==> config.mk <==
export PLATFORM = sky130hd
export DESIGN_NAME = http_chunked_body_decoder_core_flat
export DESIGN_NICKNAME = d
export VERILOG_FILES = /design/src/rtl/core/hcbd_pkg.sv /design/src/rtl/core/hcbd_if.sv /design/src/rtl/core/hcbd_step.sv /design/src/rtl/core/http_chunked_body_decoder_core.sv /design/src/flat_wrapper.sv
export VERILOG_INCLUDE_DIRS = /design/src /design/src/rtl/core
export SDC_FILE = /design/constraint.sdc
export NUM_CORES = 1
export LEC_CHECK = 0
export BUFFER_PORTS_ARGS = -buffer_cell sky130_fd_sc_hd__buf_2
export CORE_ASPECT_RATIO = 1.75
export CORE_UTILIZATION = 30
export DETAILED_ROUTE_END_ITERATION = 8
export PLACE_DENSITY = 0.47
export SYNTH_ARGS = -nofsm -noshare
export SYNTH_HDL_FRONTEND = slang
export SYNTH_SLANG_ARGS = --single-unit
==> constraint.sdc <==
create_clock -name clk -period 4.62 [get_ports clk]
set_input_delay 0.924 -clock clk [delete_from_list [all_inputs] [get_ports clk]]
set_output_delay 0.924 -clock clk [all_outputs]
set_load 0.1 [all_outputs]
==> src/rtl/core/http_chunked_body_decoder_core_defines.svh <==
// assertion macros for the chunked body decoder core
// used by the top level; no dependencies
`ifndef HTTP_CHUNKED_BODY_DECODER_CORE_DEFINES_SVH
`define HTTP_CHUNKED_BODY_DECODER_CORE_DEFINES_SVH

// same-cycle implication, checked outside reset
`define HCBD_ASSERT_NOW(label, clk, rst, ante, cons) \
  label: assert property (@(posedge clk) disable iff (rst) (ante) |-> (cons)) \
    else $error("hcbd check failed");

// next-cycle implication, checked outside reset
`define HCBD_ASSERT_NEXT(label, clk, rst, ante, cons) \
  label: assert property (@(posedge clk) disable iff (rst) (ante) |=> (cons)) \
    else $error("hcbd check failed");

`endif

==> src/rtl/core/hcbd_pkg.sv <==
// shared types, constants and character helpers for the chunked body decoder
// no dependencies
`timescale 1ns / 1ps

package hcbd_pkg;

  localparam int LENGTH_BITS = 32;
  localparam int BYTE_W      = 8;

  localparam logic [BYTE_W-1:0] CH_LF    = 8'h0A;
  localparam logic [BYTE_W-1:0] CH_CR    = 8'h0D;
  localparam logic [BYTE_W-1:0] CH_TAB   = 8'h09;
  localparam logic [BYTE_W-1:0] CH_VT    = 8'h0B;
  localparam logic [BYTE_W-1:0] CH_FF    = 8'h0C;
  localparam logic [BYTE_W-1:0] CH_SPACE = 8'h20;

  typedef enum logic [1:0] {
    PH_SIZE = 2'd0,
    PH_DATA = 2'd1,
    PH_TAIL = 2'd2,
    PH_DONE = 2'd3
  } phase_t;

  typedef struct packed {
    phase_t                 phase;
    logic [LENGTH_BITS-1:0] count;
    logic                   digit_seen;
    logic                   number_closed;
  } state_t;

  typedef struct packed {
    logic              valid;
    logic [BYTE_W-1:0] data_byte;
    logic              end_of_body;
  } result_t;

  localparam state_t STATE_RESET = '{phase: PH_SIZE, count: '0,
                                     digit_seen: 1'b0, number_closed: 1'b0};

  // hex digit decode: is_hex flags a digit, value its nibble
  function automatic logic is_hex(input logic [BYTE_W-1:0] c);
    logic r;
    r = ((c >= 8'h30) && (c <= 8'h39)) || ((c >= 8'h61) && (c <= 8'h66)) ||
        ((c >= 8'h41) && (c <= 8'h46));
    return r;
  endfunction

  function automatic logic [3:0] hex_nibble(input logic [BYTE_W-1:0] c);
    logic [BYTE_W-1:0] v;
    if (c <= 8'h39) begin
      v = c - 8'h30;
    end else if (c >= 8'h61) begin
      v = c - 8'h57;
    end else begin
      v = c - 8'h37;
    end
    return v[3:0];
  endfunction

  function automatic logic is_blank(input logic [BYTE_W-1:0] c);
    logic r;
    r = (c == CH_SPACE) || (c == CH_TAB) || (c == CH_CR) || (c == CH_VT) ||
        (c == CH_FF);
    return r;
  endfunction

endpackage

==> src/rtl/core/hcbd_if.sv <==
// valid/ready channel interfaces for the body byte stream and the payload stream
// depends on hcbd_pkg
`timescale 1ns / 1ps

interface hcbd_in_if;
  logic                       valid;
  logic                       ready;
  logic [hcbd_pkg::BYTE_W-1:0] in_byte;
  logic                       start_of_body;

  modport source (output valid, output in_byte, output start_of_body, input ready);
  modport sink   (input valid, input in_byte, input start_of_body, output ready);
endinterface

interface hcbd_out_if;
  logic                       valid;
  logic                       ready;
  logic [hcbd_pkg::BYTE_W-1:0] data_byte;
  logic                       end_of_body;

  modport source (output valid, output data_byte, output end_of_body, input ready);
  modport sink   (input valid, input data_byte, input end_of_body, output ready);
endinterface

==> src/rtl/core/hcbd_step.sv <==
// per-byte parser step: next parser state and optional result for one body byte
// depends on hcbd_pkg
`timescale 1ns / 1ps

module hcbd_step (
  input  hcbd_pkg::state_t                cur,
  input  logic [hcbd_pkg::BYTE_W-1:0]     in_byte,
  input  logic                            start_of_body,
  output hcbd_pkg::state_t                nxt,
  output hcbd_pkg::result_t               res
);
  import hcbd_pkg::*;

  state_t                 s;
  logic                   is_lf;
  logic                   size_bad;
  logic [LENGTH_BITS-1:0] acc;
  logic [LENGTH_BITS-1:0] dec;

  // restart clears the parser before the byte is looked at
  assign s        = start_of_body ? STATE_RESET : cur;
  assign is_lf    = (in_byte == CH_LF);
  assign size_bad = !s.digit_seen || (s.count == '0);
  // top nibble set means the shift would overflow: saturate
  assign acc = (s.count[LENGTH_BITS-1 -: 4] != 4'd0) ? '1 :
               {s.count[LENGTH_BITS-5:0], hex_nibble(in_byte)};
  assign dec = (s.count != '0) ? s.count - 1'b1 : '0;

  // next state
  always_comb begin
    nxt = s;
    unique case (s.phase)
      PH_SIZE: begin
        if (is_lf) begin
          if (size_bad) begin
            nxt       = STATE_RESET;
            nxt.phase = PH_DONE;
          end else begin
            nxt.phase         = PH_DATA;
            nxt.digit_seen    = 1'b0;
            nxt.number_closed = 1'b0;
          end
        end else if (!s.number_closed) begin
          if (is_hex(in_byte)) begin
            nxt.count      = acc;
            nxt.digit_seen = 1'b1;
          end else if (!(is_blank(in_byte) && !s.digit_seen)) begin
            nxt.number_closed = 1'b1;
          end
        end
      end
      PH_DATA: begin
        nxt.count = dec;
        if (dec == '0) begin
          nxt.phase = PH_TAIL;
        end
      end
      PH_TAIL: begin
        if (is_lf) begin
          nxt = STATE_RESET;
        end
      end
      PH_DONE: begin
        nxt = s;
      end
      default: begin
        nxt = s;
      end
    endcase
  end

  // result
  always_comb begin
    res = '{valid: 1'b0, data_byte: '0, end_of_body: 1'b0};
    unique case (s.phase)
      PH_SIZE: begin
        if (is_lf && size_bad) begin
          res.valid       = 1'b1;
          res.end_of_body = 1'b1;
        end
      end
      PH_DATA: begin
        res.valid     = 1'b1;
        res.data_byte = in_byte;
      end
      PH_TAIL, PH_DONE: begin
        res.valid = 1'b0;
      end
      default: begin
        res.valid = 1'b0;
      end
    endcase
  end

endmodule

==> src/rtl/core/http_chunked_body_decoder_core.sv <==
// HTTP chunked body decoder: one body byte in per request, zero or one payload
// item out. Each accepted byte lands in an input register; the parser step then
// runs combinationally against the parser state and writes the result register.
// The block takes one byte every cycle as long as the result side keeps up, so
// throughput is one byte per clock, and a result passes through the input register
// and then the result register. A byte that yields no result (size line, CR LF
// after a chunk, anything after the end) still advances the state but never waits
// on the result side. Chunk sizes are hex, saturating at 2^LENGTH_BITS - 1; a zero
// size or a size line with no digits produces one end marker (data_byte 0,
// end_of_body 1) and all later bytes are dropped until start_of_body is seen.
// depends on hcbd_pkg, hcbd_if, hcbd_step and the assertion macro header
`timescale 1ns / 1ps
`include "http_chunked_body_decoder_core_defines.svh"

module http_chunked_body_decoder_core (
  input  logic        clk,
  input  logic        rst,
  hcbd_in_if.sink     body,
  hcbd_out_if.source  payload
);
  import hcbd_pkg::*;

  // input register
  logic              in_valid;
  logic [BYTE_W-1:0] in_byte;
  logic              in_start;

  // parser state
  state_t state;
  state_t state_next;

  // result register
  logic              out_valid;
  logic [BYTE_W-1:0] out_byte;
  logic              out_end;

  result_t step_res;
  logic    advance;
  logic    out_free;
  logic    end_emit;

  hcbd_step u_step (
    .cur           (state),
    .in_byte       (in_byte),
    .start_of_body (in_start),
    .nxt           (state_next),
    .res           (step_res)
  );

  // result register is free when empty or being drained this cycle
  assign out_free = !out_valid || payload.ready;
  // a byte with no result never stalls; one with a result needs a free slot
  assign advance  = in_valid && (!step_res.valid || out_free);
  // input register reloads when empty or when its byte moves on
  assign body.ready = !in_valid || advance;
  // end marker leaving the parser this cycle
  assign end_emit = advance && step_res.valid && step_res.end_of_body;

  // input stage
  always_ff @(posedge clk) begin
    if (rst) begin
      in_valid <= 1'b0;
    end else if (body.ready) begin
      in_valid <= body.valid;
    end
  end

  always_ff @(posedge clk) begin
    if (body.ready && body.valid) begin
      in_byte  <= body.in_byte;
      in_start <= body.start_of_body;
    end
  end

  // parser state updates once per byte that moves through
  always_ff @(posedge clk) begin
    if (rst) begin
      state <= STATE_RESET;
    end else if (advance) begin
      state <= state_next;
    end
  end

  // result stage
  always_ff @(posedge clk) begin
    if (rst) begin
      out_valid <= 1'b0;
    end else if (advance && step_res.valid) begin
      out_valid <= 1'b1;
    end else if (payload.ready) begin
      out_valid <= 1'b0;
    end
  end

  always_ff @(posedge clk) begin
    if (advance && step_res.valid) begin
      out_byte <= step_res.data_byte;
      out_end  <= step_res.end_of_body;
    end
  end

  assign payload.valid       = out_valid;
  assign payload.data_byte   = out_byte;
  assign payload.end_of_body = out_end;

  // end marker always carries a zero byte
  `HCBD_ASSERT_NOW(a_end_zero, clk, rst, out_valid && out_end, out_byte == '0)
  // payload phase never holds an exhausted count
  `HCBD_ASSERT_NOW(a_data_count, clk, rst, state.phase == PH_DATA, state.count != '0)
  // an emitted end marker leaves the parser finished
  `HCBD_ASSERT_NEXT(a_end_done, clk, rst, end_emit, state.phase == PH_DONE)

endmodule
==> src/flat_wrapper.sv <==
// flat-port wrapper written by rule: the top's interface ports become plain ports
module http_chunked_body_decoder_core_flat import hcbd_pkg::*;
  (clk, rst, body_valid, body_in_byte, body_start_of_body, body_ready, payload_valid, payload_data_byte, payload_end_of_body, payload_ready);
  hcbd_in_if body_i ();
  hcbd_out_if payload_i ();
  input  logic clk;
  input  logic rst;
  input wire logic [$bits(body_i.valid)-1:0] body_valid;
  input wire logic [$bits(body_i.in_byte)-1:0] body_in_byte;
  input wire logic [$bits(body_i.start_of_body)-1:0] body_start_of_body;
  output wire logic [$bits(body_i.ready)-1:0] body_ready;
  output wire logic [$bits(payload_i.valid)-1:0] payload_valid;
  output wire logic [$bits(payload_i.data_byte)-1:0] payload_data_byte;
  output wire logic [$bits(payload_i.end_of_body)-1:0] payload_end_of_body;
  input wire logic [$bits(payload_i.ready)-1:0] payload_ready;
  assign body_i.valid = body_valid;
  assign body_i.in_byte = body_in_byte;
  assign body_i.start_of_body = body_start_of_body;
  assign body_ready = body_i.ready;
  assign payload_valid = payload_i.valid;
  assign payload_data_byte = payload_i.data_byte;
  assign payload_end_of_body = payload_i.end_of_body;
  assign payload_i.ready = payload_ready;
  http_chunked_body_decoder_core u_core (.clk(clk), .rst(rst), .body(body_i), .payload(payload_i));
endmodule
==> metrics.yaml, run 1 <==
power:
  p_per_area_mw_per_mm2: 262
  leakage_nw: 1.81
  peakVddDrop_mv: 0.153
clock_tree:
  clk_latency_ps: 310
  clock_sinks: 56
  clock_path_buffers: 2
  root_buffer: "clkbuf_16"
  ctsResizeCount: 0
  hold_buffers: 0
  cts_tree: "done"
  postCtsSetupRepairBufs: 0
  path_clk_slew_ps: 80
  cts_max_level: 2
  cts_buffers: 5
timing:
  finalWorstSetupSlack_ps: 824
  min_period_over_period_pct: 82.2
  setup_viol: 0
  whs_ps: 528
  rsz0062_at_grt: "no"
  final_max_slew_viol_count: 0
  min_period_ps: 3800
  finalSetupTns_ps: 0
  slew_headroom_pct: 26.6
  fmax_mhz: 263
  skew_ps: 11.0
  hold_violations: 0
  max_slew.worst_pin.slew_ps: 1100
global_route:
  grt_pass1_wl_mm: 29.1
  grt_usage_pct: 25.9
  antenna_found_initial: 0
  grt_pass1_vias: 4906
  grt_max_degree: 42
  grt_overflow: 0
die:
  design.core.area_mm2: 0.0144
  rows: 58
  die_x_um: 93.7
  start_util_pct: 30.7
  pin_count: 24
  die_h_um: 163
  die_area_mm2: 0.0152
logic_synthesis:
  syn_inst: 584
  ys_seq_elements: 56
  synth_ff_type: "dfxtp_1"
  ys_types: 72
  avgSynthCellArea_um2: 7.57
  synth_warnings: 0
  synth_edf_count: 18
  syn_nets: 602
  syn_area_mm2: 0.00442
  seq_area_frac_synth_pct: 29.5
  synth-async-reset-ratio_pct: 0
finish:
  mostFrequentLayoutCells: "nor2_1 (59), o21ai_0 (55), nand2_1 (51)"
  layout_commonest_cell: "nor2_1"
  final_util_pct: 33.7
  drive_gt1_share_pct: 11.7
  fillerInstances: 1585
  nNetsFinal: 599
  diodes: 0
  area.growth.synth_to_final_pct: 9.63
  fin_cells: 762
routing:
  wl_met1_mm: 6.87
  route.final.wire_length_mm: 19.2
  top_layer_used: "met4"
  met2WireLength_mm: 10.1
  drt_iter0_drc: 341
  ant_nets: 0
  dr_total_vias: 4856
  drc: 0
  dr.pass1.iters: 5
  wire_per_inst_um: 25.2
  wl_met3_um: 870
  viasPerCell: 6.37
critical_path:
  end_kind: "primary output"
  path_class: "reg2out"
  critPathBufInv: 2
  worst-path-stages: 9
  worstPathCellList: "nor2b_1 -> inv_1 -> ha_1 -> nand2b_1 -> nor3_2 -> o31ai_1 -> o21ai_1 -> nand3_1 -> buf_2"
  cp_slowest_cell: "edfxtp_1"
  cp-start-kind: "register"
  path_delay_family: "simple AND/OR/NAND/NOR gates"
  critical_path_required_ps: 3700
  worstRegToRegCells: 10
  crit_path_max_fanout: 10
  critPathMaxStageDelay_ps: 480
  worstPathArrival_ps: 2870
place:
  dp_slack_ps: 1210
  place.gp.congestion: 0.973
  place_hpwl_mm: 14.1
  dp_cells: 754
  port_buffers: 23
worst_hold_path:
  hold_class: "reg2reg"
  hold_path_depth: 2
flow_run:
  max_cap_viol_count: 0
outcome:
  status: "completed"
worst paths after layout:
check,slack (ps),to,from
setup / recovery,820,body_ready,u_core.in_start$_DFFE_PP_
hold / removal,530,u_core.in_valid$_SDFFE_PP0N_,u_core.in_valid$_SDFFE_PP0N_
hold reg to reg,530,u_core.in_valid$_SDFFE_PP0N_,u_core.in_valid$_SDFFE_PP0N_
setup reg to reg,1050,u_core.state[9]$_SDFFE_PP0P_,u_core.in_byte[0]$_DFFE_PP_
synth_stat cells, types with 14 or more instances:
cell type | instances | area [um2]
a21oi_1 | 38 | 190
clkbuf_1 | 37 | 139
dfxtp_1 | 38 | 761
edfxtp_1 | 18 | 541
inv_1 | 14 | 52.6
nand2_1 | 51 | 191
nand3_1 | 17 | 85.1
nor2_1 | 59 | 221
nor3_1 | 19 | 95.1
nor4_1 | 16 | 100
o21ai_0 | 56 | 280
xnor2_1 | 16 | 140
stage by stage:
stage | area (um2) | power, mW
after global placement | 4680 | 0.813
final | 4840 | 1.27
after floorplan | 4420 | 0.720
after global routing | 4840 | 1.32
after CTS | 4840 | 1.27
after detailed placement | 4680 | 0.811
routing by layer:
| metal | track usage [%] | up-vias |
|---|---|---|
| li1 | - | 2171 |
| met1 | 26.6 | 2387 |
| met2 | 47.2 | 220 |
| met3 | 2.71 | 78 |
| met4 | 19.5 | 0 |
| met5 | 0 | - |
cell type report:
cell class	instances	area, um2	area share, %
well taps	180	225	4.65
clock buffers	5	125	2.58
clock inverters	3	41.3	0.852
inverters	15	56.3	1.16
multi-input cells	464	2860	59.0
flip-flops and latches	56	1300	26.9
repair buffers	39	235	4.86
worst min-delay path, stage by stage, from the launching register on:
cell     delay (ps)
dfxtp_1         330
nand3_1          90
a21oi_1          60
logic make-up after synthesis:
family	after synthesis	share of synthesized area, %
simple gates	232	28.5
compound gates	203	29.9
buf+inv	64	5.83
flops	56	29.5
xor+xnor	21	4.16
fa+ha+maj	5	1.42
mux	3	0.708
flip-flops by register name, indices dropped and copies added (netlist names):
register and flops:
u_core.in_start 1, u_core.payload.data_byte 8, u_core.in_byte 8, u_core.in_valid 1
u_core.payload.valid 1, u_core.state 36, u_core.payload.end_of_body 1
report_power, final:
part | internal [mW] | switching [mW]
sequential | 0.518 | 0.0239
clock | 0.256 | 0.204
combinational | 0.0878 | 0.179
(Power assumes the default switching activity.)
==> inputs of run 2 (changes only) <==
--- a/config.mk
+++ b/config.mk
@@ -6,6 +6,7 @@
 export SDC_FILE = /design/constraint.sdc
 export NUM_CORES = 1
 export LEC_CHECK = 0
+export ABC_AREA = 1
 export BUFFER_PORTS_ARGS = -buffer_cell sky130_fd_sc_hd__buf_2
 export CORE_ASPECT_RATIO = 1.75
 export CORE_UTILIZATION = 30
==> constraint.sdc (replaced) <==
create_clock -name clk -period 3.6 [get_ports clk]
set_input_delay 0.72 -clock clk [delete_from_list [all_inputs] [get_ports clk]]
set_output_delay 0.72 -clock clk [all_outputs]
set_load 0.1 [all_outputs]
==> run 2 against run 1 <==
Worst setup slack worse by 580 ps. Combinational power rose to 3.1 times the previous value. Critical endpoint unchanged. Sequential power grew 32%. Critical path depth is 4 higher.
==> metrics.yaml, run 2 <==
logic_synthesis:
  synth_ff_type: "dfxtp_1"
  syn_inst: 782
  synth_edf_count: 18
  ys_types: 37
  synth-async-reset-ratio_pct: 0
  syn_nets: 800
  yosysMostFrequentCell: "nand2_1"
  yosys-top-cells-count: "nand2_1 (214), nor2_1 (100), nand3_1 (81)"
  yosysTopAreaCell: "nand2_1"
  syn_area_mm2: 0.00467
  synth_top_area_share_pct: 17.2
  seq_area_frac_synth_pct: 27.8
  synth_warnings: 0
  yosys-top-cells-area: "nand2_1 (17%), dfxtp_1 (16%), edfxtp_1 (12%), nand3_1 (8.7%), o21ai_0 (8.6%)"
  avgSynthCellArea_um2: 5.98
  ys_seq_elements: 56
clock_tree:
  cts_max_level: 2
  cts_tree: "done"
  path_clk_slew_ps: 80
  clk_latency_ps: 310
  clock_path_buffers: 2
  root_buffer: "clkbuf_16"
  cts_buffers: 5
  clock_sinks: 56
die:
  rows: 60
  start_util_pct: 30.5
  die_area_mm2: 0.0161
  design.core.area_mm2: 0.0153
  die_x_um: 96.4
  pin_count: 24
  die_h_um: 167
critical_path:
  r2r-start: "u_core.in_start$_DFFE_PP_"
  crit_path_max_fanout: 38
  cpMostUsedCell: "nand2_2"
  worstPathArrival_ps: 2640
  critPathLaunch: "u_core.in_start$_DFFE_PP_"
  critical_path_required_ps: 2880
  end_kind: "primary output"
  path_class: "reg2out"
  critPathMaxStageDelay_ps: 400
  cp_slowest_cell: "edfxtp_1"
  worstPathCellList: "inv_4 -> buf_12 -> nand2_2 -> nand2_1 -> nor2_1 -> nand2_1 -> nor2_1 -> nand2_4 -> nand2_2 -> nand2_2 -> nand2_2 -> nand3_1 -> buf_12"
  cp-start-kind: "register"
timing:
  finalWorstSetupSlack_ps: 244
  skew_ps: 9.83
  min_period_ps: 3360
  max_slew.worst_pin.slew_ps: 875
  rsz0062_at_grt: "no"
  final_max_slew_viol_count: 0
  setup_viol: 0
  slew_headroom_pct: 41.0
  fmax_mhz: 298
  hold_violations: 0
  min_period_over_period_pct: 93.2
  finalSetupTns_ps: 0
place:
  dp_slack_ps: 144
  port_buffers: 23
  place_hpwl_mm: 17.2
  place.gp.congestion: 0.993
routing:
  route.final.wire_length_mm: 22.0
  dr.pass1.iters: 5
  top_layer_used: "met4"
  wl_met3_um: 949
  ant_nets: 0
  dr_total_vias: 5517
  wire_per_inst_um: 22.2
  viasPerCell: 5.57
  drt_iter0_drc: 302
  met2WireLength_mm: 11.5
  wl_met1_mm: 7.03
  drc: 0
global_route:
  grt_pass1_vias: 5584
  grt_max_degree: 39
  antenna_found_initial: 0
  grt_overflow: 0
  grt_pass1_wl_mm: 32.9
  grt_usage_pct: 28.5
outcome:
  status: "completed"
worst_hold_path:
  hold_class: "reg2reg"
  min_from: "u_core.state[29]$_SDFFE_PP0P_"
finish:
  drive_gt1_share_pct: 10.8
  final_util_pct: 34.0
  layout_commonest_cell: "nand2_1"
  top_register: "u_core.state"
  nNetsFinal: 821
  mostFrequentLayoutCells: "nand2_1 (214), nor2_1 (100), nand3_1 (81)"
  largest_reg_flops: 36
  area.growth.synth_to_final_pct: 11.5
  diodes: 0
power:
  leakage_nw: 2.69
  p_per_area_mw_per_mm2: 399
  peakVddDrop_mv: 0.206
  total_power_mw: 2.08
flow_run:
  max_cap_viol_count: 0
==> run 2: cell types whose count changed in the layout (fill, tap and decap cells not counted), sizes merged, moves of 8 or more <==
cell   delta
nand2   +183
nand3    +64
inv      +60
nor2     +47
nor4     -19
xnor2    -15
a21oi    +14
o21ai    +14
nor3     -13
nor2b     -9
o21a      -9
buf       +8
==> run 2: area by class of cell <==
cell class,instances,area (um2)
Timing Repair Buffer,47,323
Multi-Input combinational cell,618,2920
Inverter,75,284
Tap cell,186,233
Sequential cell,56,1300
Clock inverter,3,27.5
Clock buffer,5,125
Fill cell,1773,10100
==> run 2: power breakdown <==
group / total [mW] / switching [mW] / internal (mW)
Combinational: 0.835 / 0.608 / 0.227
Clock: 0.531 / 0.265 / 0.266
Sequential: 0.713 / 0.0330 / 0.680
Total: 2.08 / 0.906 / 1.17
==> run 2: metal layers <==
layer,track usage [%],vias up
met5,0,-
met4,27.9,0
met3,4.36,116
met2,50.8,233
met1,25.7,2524
li1,-,2644
==> run 2: final timing paths <==
path	endpoint	cells after the start	slack, ps
setup / recovery	body_ready	13	240
hold / removal	u_core.state[29]$_SDFFE_PP0P_	2	470
setup reg to reg	u_core.state[17]$_SDFFE_PP0P_	18	440
hold reg to reg	u_core.state[29]$_SDFFE_PP0P_	2	470
==> run 2: timing repair <==
item                                    4_1_cts  5_1_grt
buffers inserted                              0        4
hold buffers                                  0        0
endpoints found under the setup margin        1       20
gates resized for setup                       1        2
gates cloned                                  0        0
pin swaps                                     0        1
==> run 2: cells by family (layout without fill, tap and decap cells) <==
family	after synthesis	count (layout)	share of synthesized area (%)
simple gates	440	440	40.2
compound gates	171	171	20.4
buf+inv	108	130	9.85
flops	56	56	27.8
fa+ha+maj	5	5	1.34
xor+xnor	2	2	0.375
==> run 2: metrics by stage <==
stage	cell area, um2	hold WS [ps]	instances
2_1_floorplan	4670	444	782
3_3_place_gp	5020	459	978
3_5_place_dp	5020	458	978
4_1_cts	5180	472	986
5_1_grt	5210	492	990
6_report	5210	470	990
==> run 2: critical path, delay by kind of cell (launching register included) <==
kind | cells | cell delay [ps]
buf+inv | 3 | 550
flops | 1 | 400
simple gates | 10 | 1360
==> inputs of run 3 (changes only) <==
--- a/config.mk
+++ b/config.mk
@@ -6,7 +6,6 @@
 export SDC_FILE = /design/constraint.sdc
 export NUM_CORES = 1
 export LEC_CHECK = 0
-export ABC_AREA = 1
 export BUFFER_PORTS_ARGS = -buffer_cell sky130_fd_sc_hd__buf_2
 export CORE_ASPECT_RATIO = 1.75
 export CORE_UTILIZATION = 30
@@ -14,4 +13,5 @@
 export PLACE_DENSITY = 0.47
 export SYNTH_ARGS = -nofsm -noshare
 export SYNTH_HDL_FRONTEND = slang
+export SYNTH_HIERARCHICAL = 1
 export SYNTH_SLANG_ARGS = --single-unit
==> run 3 against run 2 <==
Wire length fell by 27%. Register-to-register slack improved by 60 ps. Design area fell by 1.4%. Die area fell by 1.6%. Total power fell by 20%. Clock skew fell by 0.91 ps. Utilization rose by 0.42 points. Count of clock-buffer cells in the layout did not move. Sequential share of layout area rose by 0.36 points.
==> metrics.yaml, run 3 <==
clock_tree:
  root_buffer: "clkbuf_16"
  clock_sinks: 56
  cts_max_level: 2
  cts_buffers: 5
  clock_path_buffers: 2
  clk_latency_ps: 300
  path_clk_slew_ps: 80
  postCtsSetupRepairBufs: 0
  cts_tree: "done"
die:
  design.core.area_mm2: 0.0149
  pin_count: 24
  die_h_um: 166
  die_x_um: 95.6
  start_util_pct: 30.9
  rows: 59
  die_area_mm2: 0.0159
critical_path:
  end_kind: "primary output"
  cp-start-kind: "register"
  critical_path_required_ps: 2880
  r2r_slack_ps: 500
  crit_path_max_fanout: 7
  worstRegToRegCells: 9
  r2r-start: "u_core/in_byte[0]$_DFFE_PP_"
  rr_endpoint: "u_core/state[8]$_SDFFE_PP0P_"
  path_class: "reg2out"
  worstPathArrival_ps: 2740
timing:
  final_max_slew_viol_count: 0
  finalSetupTns_ps: 0
  max_slew.worst_pin.slew_ps: 1100
  fmax_mhz: 289
  setup_viol: 0
  whs_ps: 510
  skew_ps: 8.92
  hold_violations: 0
  min_period_over_period_pct: 96.0
  slew_headroom_pct: 26.6
  min_period_ps: 3460
  rsz0062_at_grt: "no"
  finalWorstSetupSlack_ps: 144
global_route:
  antenna_found_initial: 0
  grt_max_degree: 75
  grt_overflow: 0
  grt_pass1_wl_mm: 25.9
  grt_usage_pct: 21.2
  grt_pass1_vias: 4757
finish:
  drive_gt1_share_pct: 13.0
  layout_commonest_cell: "nand2b_1"
  diodes: 0
  mostFrequentLayoutCells: "nand2b_1 (74), o21ai_0 (65), a21oi_1 (48)"
  postLayoutCellArea_mm2: 0.00514
  fillerInstances: 1594
  top_register: "u_core/state"
  area.growth.synth_to_final_pct: 11.6
  nNetsFinal: 616
  largest_reg_flops: 36
flow_run:
  max_cap_viol_count: 0
power:
  leakage_nw: 1.74
  swShare_pct: 28.4
  internal_power_mw: 1.19
  p_per_area_mw_per_mm2: 323
  pwr-share-clk_pct: 39.0
  p_switching_uw: 471
  seqPwrFrac_pct: 41.5
  pwr-share-comb_pct: 19.5
  peakVddDrop_mv: 0.188
logic_synthesis:
  ys_types: 67
  synth_warnings: 6
  avgSynthCellArea_um2: 7.89
  syn_nets: 601
  synth_top_area_share_pct: 16.5
  synth_ff_type: "dfxtp_1"
  yosysTopAreaCell: "dfxtp_1"
  syn_area_mm2: 0.00460
  yosysMostFrequentCell: "nand2b_1"
  yosys-top-cells-count: "nand2b_1 (74), o21ai_0 (66), a21oi_1 (48)"
  synth-async-reset-ratio_pct: 0
  yosys-top-cells-area: "dfxtp_1 (17%), edfxtp_1 (12%), nand2b_1 (10%), mux2i_1 (8.7%), o21ai_0 (7.2%)"
  seq_area_frac_synth_pct: 28.3
  synth_edf_count: 18
  syn_inst: 583
  ys_seq_elements: 56
outcome:
  status: "completed"
routing:
  route.final.wire_length_mm: 16.2
  dr.pass1.iters: 5
  viasPerCell: 5.87
  ant_nets: 0
  wire_per_inst_um: 20.7
  drt_iter0_drc: 312
  dr_total_vias: 4585
  drc: 0
worst_hold_path:
  min_from: "u_core/state[1]$_SDFFE_PP0P_"
  hold_class: "reg2reg"
  hold_path_depth: 2
  worstHoldEndpoint: "u_core/state[1]$_SDFFE_PP0P_"
place:
  place_hpwl_mm: 11.8
  postPlaceCellArea_mm2: 0.00494
  port_buffers: 23
  place.gp.congestion: 0.982
  dp_slack_ps: 410
[run 3: changes by cell type in the layout (fill, tap and decap cells not counted), sizes merged, moves of 8 or more]
cell    delta
nand2    -202
nand2b    +74
nand3     -71
inv       -62
nor2      -62
mux2i     +40
o21ai     -14
and2      +10
nor2b      +8
o221ai     +8
[run 3: power groups by stage]
stage / registers [mW] / logic [mW] / clock network (mW)
finish: 0.689 / 0.323 / 0.648
global route: 0.693 / 0.349 / 0.684
CTS: 0.689 / 0.319 / 0.661
detailed placement: 0.704 / 0.317 / 0
global placement: 0.704 / 0.316 / 0
floorplan: 0.692 / 0.235 / 0
[run 3: how the worst max path moves through the flow]
stage                                              from          to  slack [ps]  depth (start not counted)
after global routing      u_core/state[30]$_SDFFE_PP0P_  body_ready           1                          8
after global placement    u_core/state[30]$_SDFFE_PP0P_  body_ready         450                          8
final                     u_core/state[17]$_SDFFE_PP0P_  body_ready         140                          8
after detailed placement  u_core/state[30]$_SDFFE_PP0P_  body_ready         410                          8
after CTS                 u_core/state[30]$_SDFFE_PP0P_  body_ready          70                          8
after floorplan            u_core/state[2]$_SDFFE_PP0P_  body_ready         120                         10
[run 3: cell type report]
cell class,instances,area (um2),share of cell area (%)
multi-input cells,471,3050,59.4
flip-flops and latches,56,1300,25.3
repair buffers,50,318,6.19
well taps,183,229,4.46
clock buffers,5,125,2.44
clock inverters,2,60.1,1.17
inverters,14,52.6,1.02
[run 3: logic make-up (layout without fill, tap and decap cells)]
family	Yosys count	in the layout	synth area share, %
XOR/XNOR	7	7	1.33
multiplexers	40	40	8.70
buffers and inverters	56	71	6.09
adder cells (fa/ha/maj)	5	5	1.36
AO/OA/AOI/OAI	193	193	25.9
AND/OR/NAND/NOR	226	226	28.3
flip-flops	56	56	28.3
[run 3: critical path, stage by stage (launching register included)]
cell and delay (ps):
dfxtp_1 440, nor3_1 630, and4_1 340, a31oi_1 120, a21o_1 200, o21ai_1 160
buf_4 180, nand3_4 70, buf_2 300
[run 3: layer usage]
metal | track usage [%] | share of wire, %
met5 | 0 | 0
met4 | 15.1 | 7.7
met3 | 3.11 | 4.1
met2 | 37.9 | 52
met1 | 21.8 | 36
[run 3: timing repair]
action                                  CTS  global route
hold buffers                              0             0
hold endpoints to repair                  0             0
resized for setup                         0             1
endpoints found under the setup margin    0             1
[run 3: stage by stage]
stage               util, %  instances  total power, mW
finish                 34.4        781             1.66
global route           34.4        781             1.73
CTS                    34.4        781             1.67
detailed placement     33.2        774             1.02
global placement       33.2        774             1.02
floorplan                 -        583            0.927
